<file path="src/hdl/pnmsd_pkg.sv">
// shared constants, codes and helpers for the pnm stream decoder
package pnmsd_pkg;

	localparam int MAX_DIM_DEFAULT = 4096;

	// parse phase, one-hot
	typedef enum logic [8:0] {
		PH_SIG      = 9'b000000001,
		PH_WIDTH    = 9'b000000010,
		PH_HEIGHT   = 9'b000000100,
		PH_MAXVAL   = 9'b000001000,
		PH_SKIPLINE = 9'b000010000,
		PH_TEXTPIX  = 9'b000100000,
		PH_BINPIX   = 9'b001000000,
		PH_DONE     = 9'b010000000,
		PH_ERROR    = 9'b100000000
	} phase_t;

	// work steps for one input beat, one-hot
	typedef enum logic [2:0] {
		SEQ_MAIN = 3'b001,
		SEQ_TOK  = 3'b010,
		SEQ_END  = 3'b100
	} seq_t;

	localparam logic [1:0] KIND_HEADER = 2'd0;
	localparam logic [1:0] KIND_PIXEL  = 2'd1;
	localparam logic [1:0] KIND_FINAL  = 2'd2;
	localparam logic [1:0] KIND_ERROR  = 2'd3;

	localparam logic [2:0] ERR_NONE   = 3'd0;
	localparam logic [2:0] ERR_SIG    = 3'd0;
	localparam logic [2:0] ERR_SIZE   = 3'd1;
	localparam logic [2:0] ERR_MAXVAL = 3'd2;
	localparam logic [2:0] ERR_PIXEL  = 3'd3;
	localparam logic [2:0] ERR_EOF    = 3'd4;

	localparam logic [2:0] FMT_P1 = 3'd1;
	localparam logic [2:0] FMT_P2 = 3'd2;
	localparam logic [2:0] FMT_P3 = 3'd3;
	localparam logic [2:0] FMT_P4 = 3'd4;
	localparam logic [2:0] FMT_P5 = 3'd5;
	localparam logic [2:0] FMT_P6 = 3'd6;

	localparam logic [7:0] CH_P    = 8'h50;
	localparam logic [7:0] CH_HASH = 8'h23;
	localparam logic [7:0] CH_0    = 8'h30;
	localparam logic [7:0] CH_1    = 8'h31;
	localparam logic [7:0] CH_6    = 8'h36;
	localparam logic [7:0] CH_9    = 8'h39;
	localparam logic [7:0] CH_LF   = 8'h0A;
	localparam logic [7:0] CH_TAB  = 8'h09;
	localparam logic [7:0] CH_VT   = 8'h0B;
	localparam logic [7:0] CH_FF   = 8'h0C;
	localparam logic [7:0] CH_CR   = 8'h0D;
	localparam logic [7:0] CH_SP   = 8'h20;

	localparam logic [15:0] MAXVAL_LIMIT = 16'd255;
	localparam logic [15:0] SIG_DONE     = 16'd2;
	localparam logic [15:0] SIG_HAVE_P   = 16'd1;

	function automatic logic is_space(logic [7:0] c);
		return c == CH_SP || c == CH_TAB || c == CH_LF || c == CH_VT || c == CH_FF ||
			c == CH_CR;
	endfunction

	function automatic logic is_text(phase_t p);
		return p == PH_SIG || p == PH_WIDTH || p == PH_HEIGHT || p == PH_MAXVAL ||
			p == PH_TEXTPIX;
	endfunction

endpackage

</file>
<file path="src/hdl/pnm_stream_decoder.sv">
// pnm stream decoder top level: header parse, pixel unpack, result staging
// Takes a P1..P6 netpbm file one byte per beat and returns a header beat, then
// one beat per pixel with its column and row (the final pixel marked), or an
// error beat; last marks the final result caused by an input byte. Ordinary
// bytes are taken at one per cycle unless a full output stalls the decode. A P4
// data byte holds the input while it unpacks its pixels (up to 8), and the byte
// flagged end_of_file is followed by a token flush step, then the end check and
// return to the idle state. All of this runs through the single decode step,
// which handles one input byte or one P4 bit and produces at most one result per
// cycle. A result passes from its byte in the decode register to the hold register
// and then the output register. The hold register keeps a result until it is known
// whether more results of the same byte follow, so last is always exact.
module pnm_stream_decoder #(
	parameter int MAX_DIM = pnmsd_pkg::MAX_DIM_DEFAULT
) (
	input  logic        clk,
	input  logic        arst_n,
	input  logic        in_valid,
	output logic        in_ready,
	input  logic [7:0]  data_byte,
	input  logic        end_of_file,
	output logic        out_valid,
	input  logic        out_ready,
	output logic [1:0]  kind,
	output logic [2:0]  format,
	output logic [12:0] width,
	output logic [12:0] height,
	output logic [7:0]  max_value,
	output logic [11:0] column,
	output logic [11:0] row,
	output logic [7:0]  red_or_gray,
	output logic [7:0]  green,
	output logic [7:0]  blue,
	output logic [2:0]  error_code,
	output logic        last
);

	localparam int DIM_W = $clog2(MAX_DIM + 1);
	localparam int CNT_W = $clog2(MAX_DIM);
	localparam int CMP_W = DIM_W + 1;

	// decoder state
	typedef struct packed {
		pnmsd_pkg::phase_t  phase;
		logic [2:0]         fmt;
		logic [DIM_W-1:0]   wid;
		logic [DIM_W-1:0]   hgt;
		logic [7:0]         maxv;
		logic [15:0]        tval;
		logic               tok;
		logic               cmt;
		logic [CNT_W-1:0]   col;
		logic [CNT_W-1:0]   row;
		logic [1:0]         chan;
		logic [15:0]        pcol;
	} dec_state_t;

	// one result beat
	typedef struct packed {
		logic [1:0]  kind;
		logic [2:0]  fmt;
		logic [12:0] wid;
		logic [12:0] hgt;
		logic [7:0]  maxv;
		logic [11:0] col;
		logic [11:0] row;
		logic [7:0]  r;
		logic [7:0]  g;
		logic [7:0]  b;
		logic [2:0]  err;
	} res_t;

	// outcome of one decode step
	typedef struct packed {
		dec_state_t s;
		logic       gen;
		res_t       r;
	} work_t;

	function automatic dec_state_t f_reset();
		dec_state_t s;
		s = '0;
		s.phase = pnmsd_pkg::PH_SIG;
		return s;
	endfunction

	function automatic logic f_final(dec_state_t s);
		return CMP_W'(s.col) + CMP_W'(1) >= CMP_W'(s.wid) &&
			CMP_W'(s.row) + CMP_W'(1) >= CMP_W'(s.hgt);
	endfunction

	function automatic work_t f_put(work_t x, logic [1:0] k, logic [11:0] c, logic [11:0] rw,
			logic [7:0] r, logic [7:0] g, logic [7:0] b, logic [2:0] e);
		x.gen    = 1'b1;
		x.r.kind = k;
		x.r.fmt  = x.s.fmt;
		x.r.wid  = 13'(x.s.wid);
		x.r.hgt  = 13'(x.s.hgt);
		x.r.maxv = x.s.maxv;
		x.r.col  = c;
		x.r.row  = rw;
		x.r.r    = r;
		x.r.g    = g;
		x.r.b    = b;
		x.r.err  = e;
		return x;
	endfunction

	function automatic work_t f_fail(work_t x, logic [2:0] e);
		x = f_put(x, pnmsd_pkg::KIND_ERROR, 12'd0, 12'd0, 8'd0, 8'd0, 8'd0, e);
		x.s.phase = pnmsd_pkg::PH_ERROR;
		x.s.tok   = 1'b0;
		x.s.cmt   = 1'b0;
		x.s.tval  = '0;
		return x;
	endfunction

	function automatic work_t f_pixel(work_t x, logic [7:0] r, logic [7:0] g, logic [7:0] b);
		logic fin;
		logic wrap;
		fin  = f_final(x.s);
		wrap = CMP_W'(x.s.col) + CMP_W'(1) >= CMP_W'(x.s.wid);
		x = f_put(x, fin ? pnmsd_pkg::KIND_FINAL : pnmsd_pkg::KIND_PIXEL, 12'(x.s.col),
			12'(x.s.row), r, g, b, pnmsd_pkg::ERR_NONE);
		if (fin) begin
			x.s.phase = pnmsd_pkg::PH_DONE;
		end else if (wrap) begin
			x.s.col = '0;
			x.s.row = x.s.row + CNT_W'(1);
		end else begin
			x.s.col = x.s.col + CNT_W'(1);
		end
		return x;
	endfunction

	function automatic work_t f_begin(work_t x, pnmsd_pkg::phase_t p);
		x.s.phase = p;
		x.s.col   = '0;
		x.s.row   = '0;
		x.s.chan  = '0;
		x.s.pcol  = '0;
		return x;
	endfunction

	function automatic work_t f_color(work_t x, logic [7:0] v);
		if (x.s.chan == 2'd0) begin
			x.s.pcol = {8'd0, v};
			x.s.chan = 2'd1;
		end else if (x.s.chan == 2'd1) begin
			x.s.pcol = {v, x.s.pcol[7:0]};
			x.s.chan = 2'd2;
		end else begin
			x.s.chan = 2'd0;
			x = f_pixel(x, x.s.pcol[7:0], x.s.pcol[15:8], v);
			x.s.pcol = '0;
		end
		return x;
	endfunction

	function automatic work_t f_finish(work_t x, logic [7:0] delim);
		logic [15:0] v;
		logic        bad_dim;
		pnmsd_pkg::phase_t bin_ph;
		v = x.s.tval;
		bad_dim = (v == 16'd0) || (32'(v) > 32'(MAX_DIM));
		bin_ph = (delim == pnmsd_pkg::CH_LF) ? pnmsd_pkg::PH_BINPIX : pnmsd_pkg::PH_SKIPLINE;
		x.s.tval = '0;
		x.s.tok  = 1'b0;
		unique case (x.s.phase)
			pnmsd_pkg::PH_SIG: begin
				if (v != pnmsd_pkg::SIG_DONE) x = f_fail(x, pnmsd_pkg::ERR_SIG);
				else x.s.phase = pnmsd_pkg::PH_WIDTH;
			end
			pnmsd_pkg::PH_WIDTH: begin
				if (bad_dim) begin
					x = f_fail(x, pnmsd_pkg::ERR_SIZE);
				end else begin
					x.s.wid   = DIM_W'(v);
					x.s.phase = pnmsd_pkg::PH_HEIGHT;
				end
			end
			pnmsd_pkg::PH_HEIGHT: begin
				if (bad_dim) begin
					x = f_fail(x, pnmsd_pkg::ERR_SIZE);
				end else begin
					x.s.hgt = DIM_W'(v);
					if (x.s.fmt == pnmsd_pkg::FMT_P1 || x.s.fmt == pnmsd_pkg::FMT_P4) begin
						x.s.maxv = 8'd1;
						x = f_put(x, pnmsd_pkg::KIND_HEADER, 12'd0, 12'd0, 8'd0, 8'd0, 8'd0,
							pnmsd_pkg::ERR_NONE);
						if (x.s.fmt == pnmsd_pkg::FMT_P4) x = f_begin(x, bin_ph);
						else x = f_begin(x, pnmsd_pkg::PH_TEXTPIX);
					end else begin
						x.s.phase = pnmsd_pkg::PH_MAXVAL;
					end
				end
			end
			pnmsd_pkg::PH_MAXVAL: begin
				if (v == 16'd0 || v > pnmsd_pkg::MAXVAL_LIMIT) begin
					x = f_fail(x, pnmsd_pkg::ERR_MAXVAL);
				end else begin
					x.s.maxv = v[7:0];
					x = f_put(x, pnmsd_pkg::KIND_HEADER, 12'd0, 12'd0, 8'd0, 8'd0, 8'd0,
						pnmsd_pkg::ERR_NONE);
					if (x.s.fmt == pnmsd_pkg::FMT_P2 || x.s.fmt == pnmsd_pkg::FMT_P3)
						x = f_begin(x, pnmsd_pkg::PH_TEXTPIX);
					else
						x = f_begin(x, bin_ph);
				end
			end
			pnmsd_pkg::PH_TEXTPIX: begin
				if (v > pnmsd_pkg::MAXVAL_LIMIT) x = f_fail(x, pnmsd_pkg::ERR_PIXEL);
				else if (x.s.fmt == pnmsd_pkg::FMT_P3) x = f_color(x, v[7:0]);
				else x = f_pixel(x, v[7:0], 8'd0, 8'd0);
			end
			default: begin
			end
		endcase
		return x;
	endfunction

	function automatic work_t f_text_byte(work_t x, logic [7:0] c);
		logic [7:0]  dig;
		logic [20:0] acc;
		dig = c - pnmsd_pkg::CH_0;
		acc = 21'(x.s.tval) * 21'd10 + 21'(dig[3:0]);
		if (x.s.cmt) begin
			if (c == pnmsd_pkg::CH_LF) x.s.cmt = 1'b0;
			return x;
		end
		if (pnmsd_pkg::is_space(c) || c == pnmsd_pkg::CH_HASH) begin
			if (x.s.tok) x = f_finish(x, c);
			if (c == pnmsd_pkg::CH_HASH && pnmsd_pkg::is_text(x.s.phase)) x.s.cmt = 1'b1;
			return x;
		end
		if (x.s.phase == pnmsd_pkg::PH_TEXTPIX && x.s.fmt == pnmsd_pkg::FMT_P1) begin
			if (c == pnmsd_pkg::CH_0 || c == pnmsd_pkg::CH_1)
				x = f_pixel(x, {7'd0, c[0]}, 8'd0, 8'd0);
			else
				x = f_fail(x, pnmsd_pkg::ERR_PIXEL);
			return x;
		end
		x.s.tok = 1'b1;
		if (x.s.phase == pnmsd_pkg::PH_SIG) begin
			if (x.s.tval == 16'd0 && c == pnmsd_pkg::CH_P) begin
				x.s.tval = pnmsd_pkg::SIG_HAVE_P;
			end else if (x.s.tval == pnmsd_pkg::SIG_HAVE_P && c >= pnmsd_pkg::CH_1 &&
					c <= pnmsd_pkg::CH_6) begin
				x.s.fmt  = dig[2:0];
				x.s.tval = pnmsd_pkg::SIG_DONE;
			end else begin
				x = f_fail(x, pnmsd_pkg::ERR_SIG);
			end
			return x;
		end
		if (c < pnmsd_pkg::CH_0 || c > pnmsd_pkg::CH_9) begin
			if (x.s.phase == pnmsd_pkg::PH_MAXVAL) x = f_fail(x, pnmsd_pkg::ERR_MAXVAL);
			else if (x.s.phase == pnmsd_pkg::PH_TEXTPIX) x = f_fail(x, pnmsd_pkg::ERR_PIXEL);
			else x = f_fail(x, pnmsd_pkg::ERR_SIZE);
			return x;
		end
		x.s.tval = (acc > 21'h00FFFF) ? 16'hFFFF : acc[15:0];
		return x;
	endfunction

	// decode register: the beat under work and its step
	logic              s1_valid;
	logic [7:0]        byte_s1;
	logic              eof_s1;
	pnmsd_pkg::seq_t   seq_s1;
	logic [2:0]        bit_s1;

	dec_state_t        state_q;

	// hold register: newest result, sealed once its last flag is known
	logic              hold_valid_q;
	logic              hold_sealed_q;
	res_t              hold_res_q;

	// output register
	logic              out_valid_q;
	res_t              out_res_q;
	logic              out_last_q;

	work_t             x;
	pnmsd_pkg::seq_t   nxt_seq;
	logic [2:0]        nxt_bit;
	logic              fin;
	logic              more;
	logic              o_free;
	logic              step_en;
	logic              hold_move;
	logic              in_take;

	// one decode step: the byte itself, one P4 bit, or an end-of-file action
	always_comb begin
		x.s     = state_q;
		x.gen   = 1'b0;
		x.r     = '0;
		nxt_seq = seq_s1;
		nxt_bit = bit_s1;
		fin     = 1'b0;
		more    = 1'b0;
		unique case (seq_s1)
			pnmsd_pkg::SEQ_MAIN: begin
				if (pnmsd_pkg::is_text(state_q.phase)) begin
					x = f_text_byte(x, byte_s1);
				end else if (state_q.phase == pnmsd_pkg::PH_SKIPLINE) begin
					if (byte_s1 == pnmsd_pkg::CH_LF) x.s.phase = pnmsd_pkg::PH_BINPIX;
				end else if (state_q.phase == pnmsd_pkg::PH_BINPIX) begin
					if (state_q.fmt == pnmsd_pkg::FMT_P5) begin
						x = f_pixel(x, byte_s1, 8'd0, 8'd0);
					end else if (state_q.fmt == pnmsd_pkg::FMT_P6) begin
						x = f_color(x, byte_s1);
					end else begin
						// msb first; a row wrap ends the byte, the rest is padding
						x = f_pixel(x, {7'd0, byte_s1[3'd7 - bit_s1]}, 8'd0, 8'd0);
						// on an early end only seven pixels come from the last byte
						more = x.s.phase == pnmsd_pkg::PH_BINPIX && x.s.col != '0 &&
							bit_s1 != 3'd7 && (bit_s1 != 3'd6 || !eof_s1 || f_final(x.s));
					end
				end
				if (more) begin
					nxt_bit = bit_s1 + 3'd1;
				end else if (eof_s1) begin
					nxt_seq = pnmsd_pkg::SEQ_TOK;
					nxt_bit = 3'd0;
				end else begin
					fin = 1'b1;
				end
			end
			pnmsd_pkg::SEQ_TOK: begin
				// a token cut off by the end of file ends as if a newline followed
				if (state_q.tok && pnmsd_pkg::is_text(state_q.phase))
					x = f_finish(x, pnmsd_pkg::CH_LF);
				nxt_seq = pnmsd_pkg::SEQ_END;
			end
			pnmsd_pkg::SEQ_END: begin
				if (state_q.phase != pnmsd_pkg::PH_DONE && state_q.phase != pnmsd_pkg::PH_ERROR)
					x = f_fail(x, pnmsd_pkg::ERR_EOF);
				x.s = f_reset();
				fin = 1'b1;
			end
			default: begin
				fin = 1'b1;
			end
		endcase
	end

	// handshake and staging control
	assign o_free    = !out_valid_q || out_ready;
	assign step_en   = s1_valid && (!hold_valid_q || o_free);
	assign hold_move = hold_valid_q && o_free && (hold_sealed_q || (step_en && (x.gen || fin)));
	assign in_ready  = !s1_valid || (step_en && fin);
	assign in_take   = in_valid && in_ready;

	always_ff @(posedge clk or negedge arst_n) begin
		if (!arst_n) begin
			s1_valid      <= 1'b0;
			seq_s1        <= pnmsd_pkg::SEQ_MAIN;
			bit_s1        <= 3'd0;
			state_q       <= f_reset();
			hold_valid_q  <= 1'b0;
			hold_sealed_q <= 1'b0;
			out_valid_q   <= 1'b0;
		end else begin
			if (in_take) begin
				s1_valid <= 1'b1;
				seq_s1   <= pnmsd_pkg::SEQ_MAIN;
				bit_s1   <= 3'd0;
			end else if (step_en && fin) begin
				s1_valid <= 1'b0;
			end else if (step_en) begin
				seq_s1 <= nxt_seq;
				bit_s1 <= nxt_bit;
			end
			if (step_en) state_q <= x.s;
			if (step_en && x.gen) begin
				hold_valid_q  <= 1'b1;
				hold_sealed_q <= fin;
			end else if (hold_move) begin
				hold_valid_q  <= 1'b0;
				hold_sealed_q <= 1'b0;
			end
			if (hold_move) out_valid_q <= 1'b1;
			else if (out_ready) out_valid_q <= 1'b0;
		end
	end

	// payload registers
	always_ff @(posedge clk) begin
		if (in_take) begin
			byte_s1 <= data_byte;
			eof_s1  <= end_of_file;
		end
		if (step_en && x.gen) hold_res_q <= x.r;
		if (hold_move) begin
			out_res_q  <= hold_res_q;
			// an unsealed result is last unless this step brought another one
			out_last_q <= hold_sealed_q || !x.gen;
		end
	end

	assign out_valid   = out_valid_q;
	assign kind        = out_res_q.kind;
	assign format      = out_res_q.fmt;
	assign width       = out_res_q.wid;
	assign height      = out_res_q.hgt;
	assign max_value   = out_res_q.maxv;
	assign column      = out_res_q.col;
	assign row         = out_res_q.row;
	assign red_or_gray = out_res_q.r;
	assign green       = out_res_q.g;
	assign blue        = out_res_q.b;
	assign error_code  = out_res_q.err;
	assign last        = out_last_q;

	// an error or the final pixel closes the work of its byte
	a_end_is_last: assert property (@(posedge clk) disable iff (!arst_n)
		out_valid && (kind == pnmsd_pkg::KIND_ERROR || kind == pnmsd_pkg::KIND_FINAL) |-> last)
		else $error("error or final pixel beat without last");

	// an unsealed result only waits while its byte is still under work
	a_hold_owner: assert property (@(posedge clk) disable iff (!arst_n)
		hold_valid_q && !hold_sealed_q |-> s1_valid)
		else $error("unsealed hold result without a byte in work");

	// only the end-of-file byte gets the flush steps
	a_eof_steps: assert property (@(posedge clk) disable iff (!arst_n)
		s1_valid && seq_s1 != pnmsd_pkg::SEQ_MAIN |-> eof_s1)
		else $error("end-of-file step on an ordinary byte");

	// a sealed hold result leaves as soon as the output register frees
	a_hold_drain: assert property (@(posedge clk) disable iff (!arst_n)
		hold_valid_q && hold_sealed_q && !(out_valid_q && !out_ready) |=> out_valid_q)
		else $error("sealed result not passed to output");

endmodule

</file>
<file path="config.mk">
export PLATFORM = sky130hd
export DESIGN_NAME = pnm_stream_decoder
export DESIGN_NICKNAME = d
export VERILOG_FILES = /design/src/hdl/pnmsd_pkg.sv /design/src/hdl/pnm_stream_decoder.sv
export SDC_FILE = /design/constraint.sdc
export NUM_CORES = 1
export LEC_CHECK = 0
export BUFFER_PORTS_ARGS = -buffer_cell sky130_fd_sc_hd__buf_4
export CAP_MARGIN = 40
export CORE_AREA = 2 2 188 190
export CTS_CLUSTER_SIZE = 8
export DETAILED_ROUTE_END_ITERATION = 7
export DIE_AREA = 0 0 190 192
export PLACE_DENSITY = 0.78
export SETUP_SLACK_MARGIN = 0.1
export SYNTH_ARGS = -nofsm -noshare
export SYNTH_HDL_FRONTEND = slang
export SYNTH_SLANG_ARGS = --single-unit
</file>
<file path="constraint.sdc">
create_clock -name clk -period 25.6 [get_ports clk]
set_clock_uncertainty 0.05 [all_clocks]
set_input_delay 7.68 -clock clk [delete_from_list [all_inputs] [get_ports clk]]
set_output_delay 7.68 -clock clk [all_outputs]
set_load 0.02 [all_outputs]
</file>
==> flow_summary_export.csv, run 1 <==
group,metric,value,unit
yosys,synth-xor-area-share,0.0416,
floorplan,dieWidth,190,µm
yosys,synth-simple-area-share,0.181,
placed_design,place.gp.congestion,1.02,
clocking,clk_latency,0.61,ns
timing,maxSlewViolCount,0,
floorplan,die_area,0.0365,mm²
clocking,clk_pin_slew,0.05,ns
global_routing,grt_use_total,0.405,
worst_setup_path,worst_setup_path_end_kind,"primary output",
clocking,cts_resized,0,
placed_design,portBuffers,105,
floorplan,initial_core_util,0.596,
yosys,synth_mux_area_frac,0.0103,
placed_design,dpl_cell_area,0.0218,mm²
yosys,yosysWarnings,0,
worst_setup_path,criticalPathCategory,"primary input to primary output",
power,p_int,1.18,mW
yosys,synth_top_area_frac,0.279,
yosys,synth_cells,2230,
timing,rsz0062_at_grt,"false",
final_layout,final_cell_count_no_fill,2789,
final_layout,fin_util,0.675,
final_layout,antenna_cells,0,
timing,worst_slack,8.92,ns
yosys,synth_nets,2364,
hold_path,min-delay-start,"hold_res_q[37]",
power,peakVddDrop,0.0000799,V
power,power_density,84.6,mW/mm²
yosys,synth_area,0.0204,mm²
worst_setup_path,reg2reg_from,"state_q[18]",
clocking,cts_buffers,44,
placed_design,dp_slack,8.94,ns
yosys,yosysSeqAreaShare,0.421,
timing,slew_headroom,0.341,
yosys,yosysMostFrequentCell,"nand2_1",
route,wirelength,73.9,mm
worst_setup_path,arrival,8.95,ns
global_routing,antenna_found_initial,3,
timing,finalCritPeriodShare,0.652,
worst_setup_path,startpoint,"out_ready",
yosys,syn_area_per_cell,9.16,µm²
route,drc,0,
global_routing,grt_max_degree,60,
yosys,synth_compound_area_frac,0.230,
clocking,clock-sinks,306,
hold_path,hold_path_class,"flip-flop to flip-flop",
yosys,synth_enable_flop_cells,190,
final_layout,fin_area,0.0231,mm²
final_layout,syn_to_final_growth,13.2,%
timing,finalHoldViolations,0,
yosys,yosys-top-cells-count,"nand2_1, o21ai_0, edfxtp_1",
timing,setup_viol,0,
global_routing,grt_pass1_vias,18400,
clocking,clockBufferDepth,3,
floorplan,rows,68,
route,wl_per_cell,26.5,µm
outcome,run_status,"finished clean",
worst_setup_path,worstPathRequired,17.87,ns
route,vias_per_cell,7.01,
yosys,synth_largest_area_cell,"edfxtp_1",
power,p_comb_frac,0.380,
run,cap_violations,0,
power,switching_share,0.395,
placed_design,dpl.hpwl,52.2,mm
power,p_seq_frac,0.335,
timing,holdWs,0.363,ns
clocking,cts_root_buf,"clkbuf_16",
final_layout,drive_gt1_frac,0.113,
route,firstDrtPassIters,8,
power,switchingPower,0.772,mW
yosys,ys_top_cells_by_area,"edfxtp_1, dfrtp_1, ha_1",
timing,fin_crit,16.68,ns
yosys,synth_top_flop_cell,"edfxtp_1",
yosys,synth_top_family_by_area,"compound AO/OA/AOI/OAI gates",
final_layout,nets,2432,
yosys,yosys.area_share.adder,0.0748,
yosys,postSynth.asyncResetShare,0.379,
power,clockPowerShare,0.285,
power,power,1.96,mW
worst_setup_path,path_max_fanout,6,
route,drt_iter0_drc,2786,
clocking,htree_num_levels,2,
yosys,ys_seq_elements,306,
clocking,cts_tree,"done",
clocking,cts_setup_buffers,0,
route,vias,19600,
global_routing,grt.overflow.total,0,
power,leakage,8.90,nW
timing,setup_tns,0,ns
global_routing,grt_pass1_wl,111,mm
worst_setup_path,start_kind,"primary input",
yosys,ys_types,94,
route,ant_nets,0,
clocking,cts_hold_buf,0,
timing,clock.fmax,59.9,MHz
placed_design,dp.cells,2707,
floorplan,io_pins,106,
floorplan,coreArea,0.0343,mm²
timing,worst_pin_slew,0.981,ns
floorplan,die_h,192,µm
==> final cells by class <==
class,count,area (µm²)
tap,455,569
clock inverter,3,66.3
clock buffer,79,1240
fill,2705,11200
sequential,306,8610
multi-input combinational,1706,11100
timing repair buffer,165,1290
inverter,75,283
==> power groups by stage <==
| stage | Sequential [mW] | Clock [mW] | Combinational [mW] |
|---|---|---|---|
| global placement | 0.655 | 0 | 0.678 |
| finish | 0.654 | 0.558 | 0.743 |
| floorplan | 0.644 | 0 | 0.491 |
| detailed placement | 0.658 | 0 | 0.716 |
| CTS | 0.651 | 0.562 | 0.722 |
| global route | 0.660 | 0.582 | 0.805 |
==> routing by layer <==
layer,global-route usage,part of all wire
met5,0,0.00049
met4,0.207,0.057
met2,0.619,0.43
met3,0.0963,0.13
met1,0.538,0.38
==> cell families after synthesis <==
| kind of cell | count (synthesis) |
|---|---|
| xor gates and xnor gates | 97 |
| DFF | 306 |
| buffers and inverters | 218 |
| adders and majority gates | 121 |
| AOI/OAI and AO/OA | 722 |
| and+or+nand+nor | 748 |
| muxes | 18 |
==> registers in the layout (all words and copies together) (netlist names), 2 cells and up <==
| register | count |
|---|---|
| state_q | 106 |
| hold_res_q | 90 |
| height | 13 |
| width | 13 |
| column | 12 |
| row | 12 |
| blue | 8 |
| byte_s1 | 8 |
| green | 8 |
| max_value | 8 |
| red_or_gray | 8 |
| bit_s1 | 3 |
| error_code | 3 |
| format | 3 |
| seq_s1 | 3 |
| kind | 2 |
==> layout by cell type, fill, tap and decap left out, drive strengths merged, types with 32 or more instances in the layout <==
cell type | synthesis | routed
a21o | 35 | 35
a21oi | 146 | 146
a22o | 33 | 33
a22oi | 77 | 77
and3 | 32 | 32
buf | 16 | 165
clkbuf | 127 | 79
dfrtp | 114 | 114
edfxtp | 190 | 190
ha | 119 | 119
inv | 75 | 75
nand2 | 247 | 247
nand3 | 54 | 54
nor2 | 175 | 175
nor3 | 55 | 55
o21ai | 219 | 219
xnor2 | 65 | 65
xor2 | 32 | 32
==> worst max-delay path: stages <==
cell and delay (ns):
buf_4 0.11, nand2b_1 0.18, o21ai_0 0.51, o21ai_0 0.25
buf_4 0.22
==> worst paths after layout <==
| path | to | slack [ns] | cells past startpoint |
|---|---|---|---|
| worst min register to register | row[10] | 0.36 | 0 |
| worst max register to register | state_q[28] | 16.44 | 30 |
| worst min-delay path | row[10] | 0.36 | 0 |
| worst max-delay path | in_ready | 8.92 | 5 |
| max in group asynchronous | state_q[69] | 16.98 | 2 |
| min in group asynchronous | bit_s1[1] | 7.15 | 1 |
Note: power is estimated with default switching activity, not from simulation.
==> inputs of run 2 (changes only) <==
--- a/config.mk
+++ b/config.mk
@@ -7,11 +7,11 @@
 export LEC_CHECK = 0
 export BUFFER_PORTS_ARGS = -buffer_cell sky130_fd_sc_hd__buf_4
 export CAP_MARGIN = 40
-export CORE_AREA = 2 2 188 190
+export CORE_AREA = 2 2 193 195
 export CTS_CLUSTER_SIZE = 8
 export DETAILED_ROUTE_END_ITERATION = 7
-export DIE_AREA = 0 0 190 192
-export PLACE_DENSITY = 0.78
+export DIE_AREA = 0 0 195 197
+export PLACE_DENSITY = 0.77
 export SETUP_SLACK_MARGIN = 0.1
 export SYNTH_ARGS = -nofsm -noshare
 export SYNTH_HDL_FRONTEND = slang
==> constraint.sdc (replaced) <==
create_clock -name clk -period 13.6 [get_ports clk]
set_clock_uncertainty 0.05 [all_clocks]
set_input_delay 4.08 -clock clk [delete_from_list [all_inputs] [get_ports clk]]
set_output_delay 4.08 -clock clk [all_outputs]
set_load 0.02 [all_outputs]
==> run 2 against run 1 <==
  * Setup slack worse by 6.3 ns
  * Largest cell class unchanged
  * Worst hold slack worse by 0.0048 ns
  * Via count down 1.0%
  * Critical endpoint unchanged
  * Combinational power up 90%
  * Sequential share of layout area down 0.072 points
==> flow_summary_export.csv, run 2 (synthesis gave the netlist of run 1 again) <==
group,metric,value,unit
clocking,cts_hold_buf,0,
timing,setup_viol,0,
floorplan,die_h,197,µm
worst_setup_path,worst_setup_path_end_kind,"primary output",
clocking,clockBufferDepth,3,
timing,finalHoldViolations,0,
hold_path,min_path_cells,0,
global_routing,grt_use_total,0.395,
worst_setup_path,start_kind,"flip-flop",
clocking,cts_resized,0,
worst_setup_path,r2r_setup_slack,4.69,ns
worst_setup_path,cpPeakStageDelay,0.60,ns
worst_setup_path,reg2reg_from,"state_q[32]",
final_layout,largest_register,"state_q",
global_routing,grt_pass1_wl,114,mm
floorplan,coreArea,0.0363,mm²
timing,worst_pin_slew,1.04,ns
timing,slew_headroom,0.306,
placed_design,place.gp.congestion,1.05,
final_layout,syn_to_final_growth,13.4,%
hold_path,hold_path_class,"flip-flop to flip-flop",
global_routing,grt_max_degree,67,
run,cap_violations,0,
global_routing,antenna_found_initial,3,
route,wirelength,75.7,mm
clocking,clock-sinks,306,
clocking,cts_setup_buffers,0,
clocking,cts_tree,"done",
final_layout,most-common-layout-cells,"nand2_1, o21ai_0, edfxtp_1",
worst_setup_path,startpoint,"state_q[32]",
floorplan,die_area,0.0384,mm²
route,ant_nets,0,
clocking,htree_num_levels,2,
global_routing,grt.overflow.total,0,
floorplan,initial_core_util,0.564,
final_layout,nets,2435,
floorplan,rows,70,
clocking,cts_root_buf,"clkbuf_16",
route,drt_iter0_drc,2377,
route,vias,19400,
placed_design,dp_slack,3.28,ns
final_layout,largest_register_ffs,106,
worst_setup_path,r2r-end,"hold_res_q[89]",
final_layout,top_regs,"state_q: 106 flops, hold_res_q: 90 flops",
final_layout,num-fill-cells,3015,
timing,finalCritPeriodShare,0.808,
hold_path,min-delay-start,"hold_res_q[41]",
worst_setup_path,arrival,6.86,ns
floorplan,dieWidth,195,µm
route,wl_per_cell,26.9,µm
placed_design,dpl.hpwl,54.1,mm
timing,fin_crit,10.99,ns
clocking,clk_latency,0.62,ns
final_layout,drive_gt1_frac,0.113,
placed_design,portBuffers,105,
clocking,cts_buffers,44,
global_routing,grt_pass1_vias,18500,
timing,maxSlewViolCount,0,
worst_setup_path,path_max_fanout,23,
outcome,run_status,"finished clean",
route,vias_per_cell,6.89,
worst_setup_path,reg2regPathDepth,28,
power,peakVddDrop,0.000129,V
floorplan,io_pins,106,
timing,worst_slack,2.61,ns
worst_setup_path,criticalPathCategory,"flip-flop to primary output",
clocking,clk_pin_slew,0.06,ns
worst_setup_path,worstPathRequired,9.47,ns
power,power_density,160,mW/mm²
route,firstDrtPassIters,7,
worst_setup_path,cpMaxStageDelayCell,"dfrtp_1",
power,leakage,8.93,nW
timing,clock.fmax,91.0,MHz
timing,setup_tns,0,ns
hold_path,hold_end,"column[2]",
final_layout,layout_commonest_cell,"nand2_1",
route,drc,0,
timing,rsz0062_at_grt,"false",
run 2: how the worst max path moves through the flow:
stage,to,slack (ns),depth (start not counted)
after detailed placement,in_ready,3.28,25
final,in_ready,2.61,25
after global placement,in_ready,3.38,25
after global routing,in_ready,2.19,26
after CTS,in_ready,2.65,25
after floorplan,in_ready,4.25,27
run 2: report_power, final:
group / internal [mW] / switching [mW] / total, mW
Sequential: 1.11 / 0.115 / 1.23
Clock: 0.624 / 0.439 / 1.06
Combinational: 0.490 / 0.921 / 1.41
Total: 2.23 / 1.47 / 3.70
run 2: cell type report:
cell class | instances | area, µm² | area share
multi-input combinational | 1706 | 11000 | 0.477
sequential | 306 | 8610 | 0.372
timing repair buffer | 168 | 1310 | 0.0563
clock buffer | 79 | 1250 | 0.0540
tap | 468 | 586 | 0.0253
inverter | 75 | 283 | 0.0122
clock inverter | 3 | 80.1 | 0.00346
antenna | 4 | 10.0 | 0.000432
run 2: critical path, delay by kind of cell (launching register included):
family / cells / cell delay, ns
AND/OR/NAND/NOR: 9 / 1.81
adder cells (fa/ha/maj): 2 / 0.49
AO/OA/AOI/OAI: 7 / 1.86
buffers and inverters: 6 / 1.05
flip-flops: 1 / 0.60
XOR/XNOR: 1 / 0.45
run 2: routing by layer:
| layer | up-vias | global-route usage | part of all wire |
|---|---|---|---|
| li1 | 8513 | - | - |
| met1 | 9212 | 0.538 | 0.40 |
| met2 | 1365 | 0.588 | 0.43 |
| met3 | 272 | 0.0857 | 0.11 |
| met4 | 0 | 0.219 | 0.060 |
| met5 | - | 0 | 0 |
run 2: through the flow:
stage          instances  hold WS, ns  total power [mW]  utilization  instance area [µm²]
2_1_floorplan       2230        0.350              2.14            -                20400
3_3_place_gp        2709        0.350              2.55        0.598                21700
3_5_place_dp        2720        0.355              2.60        0.601                21800
4_1_cts             2802        0.363              3.67        0.638                23100
5_1_grt             2805        0.367              3.89        0.639                23200
6_report            2809        0.359              3.70        0.639                23200
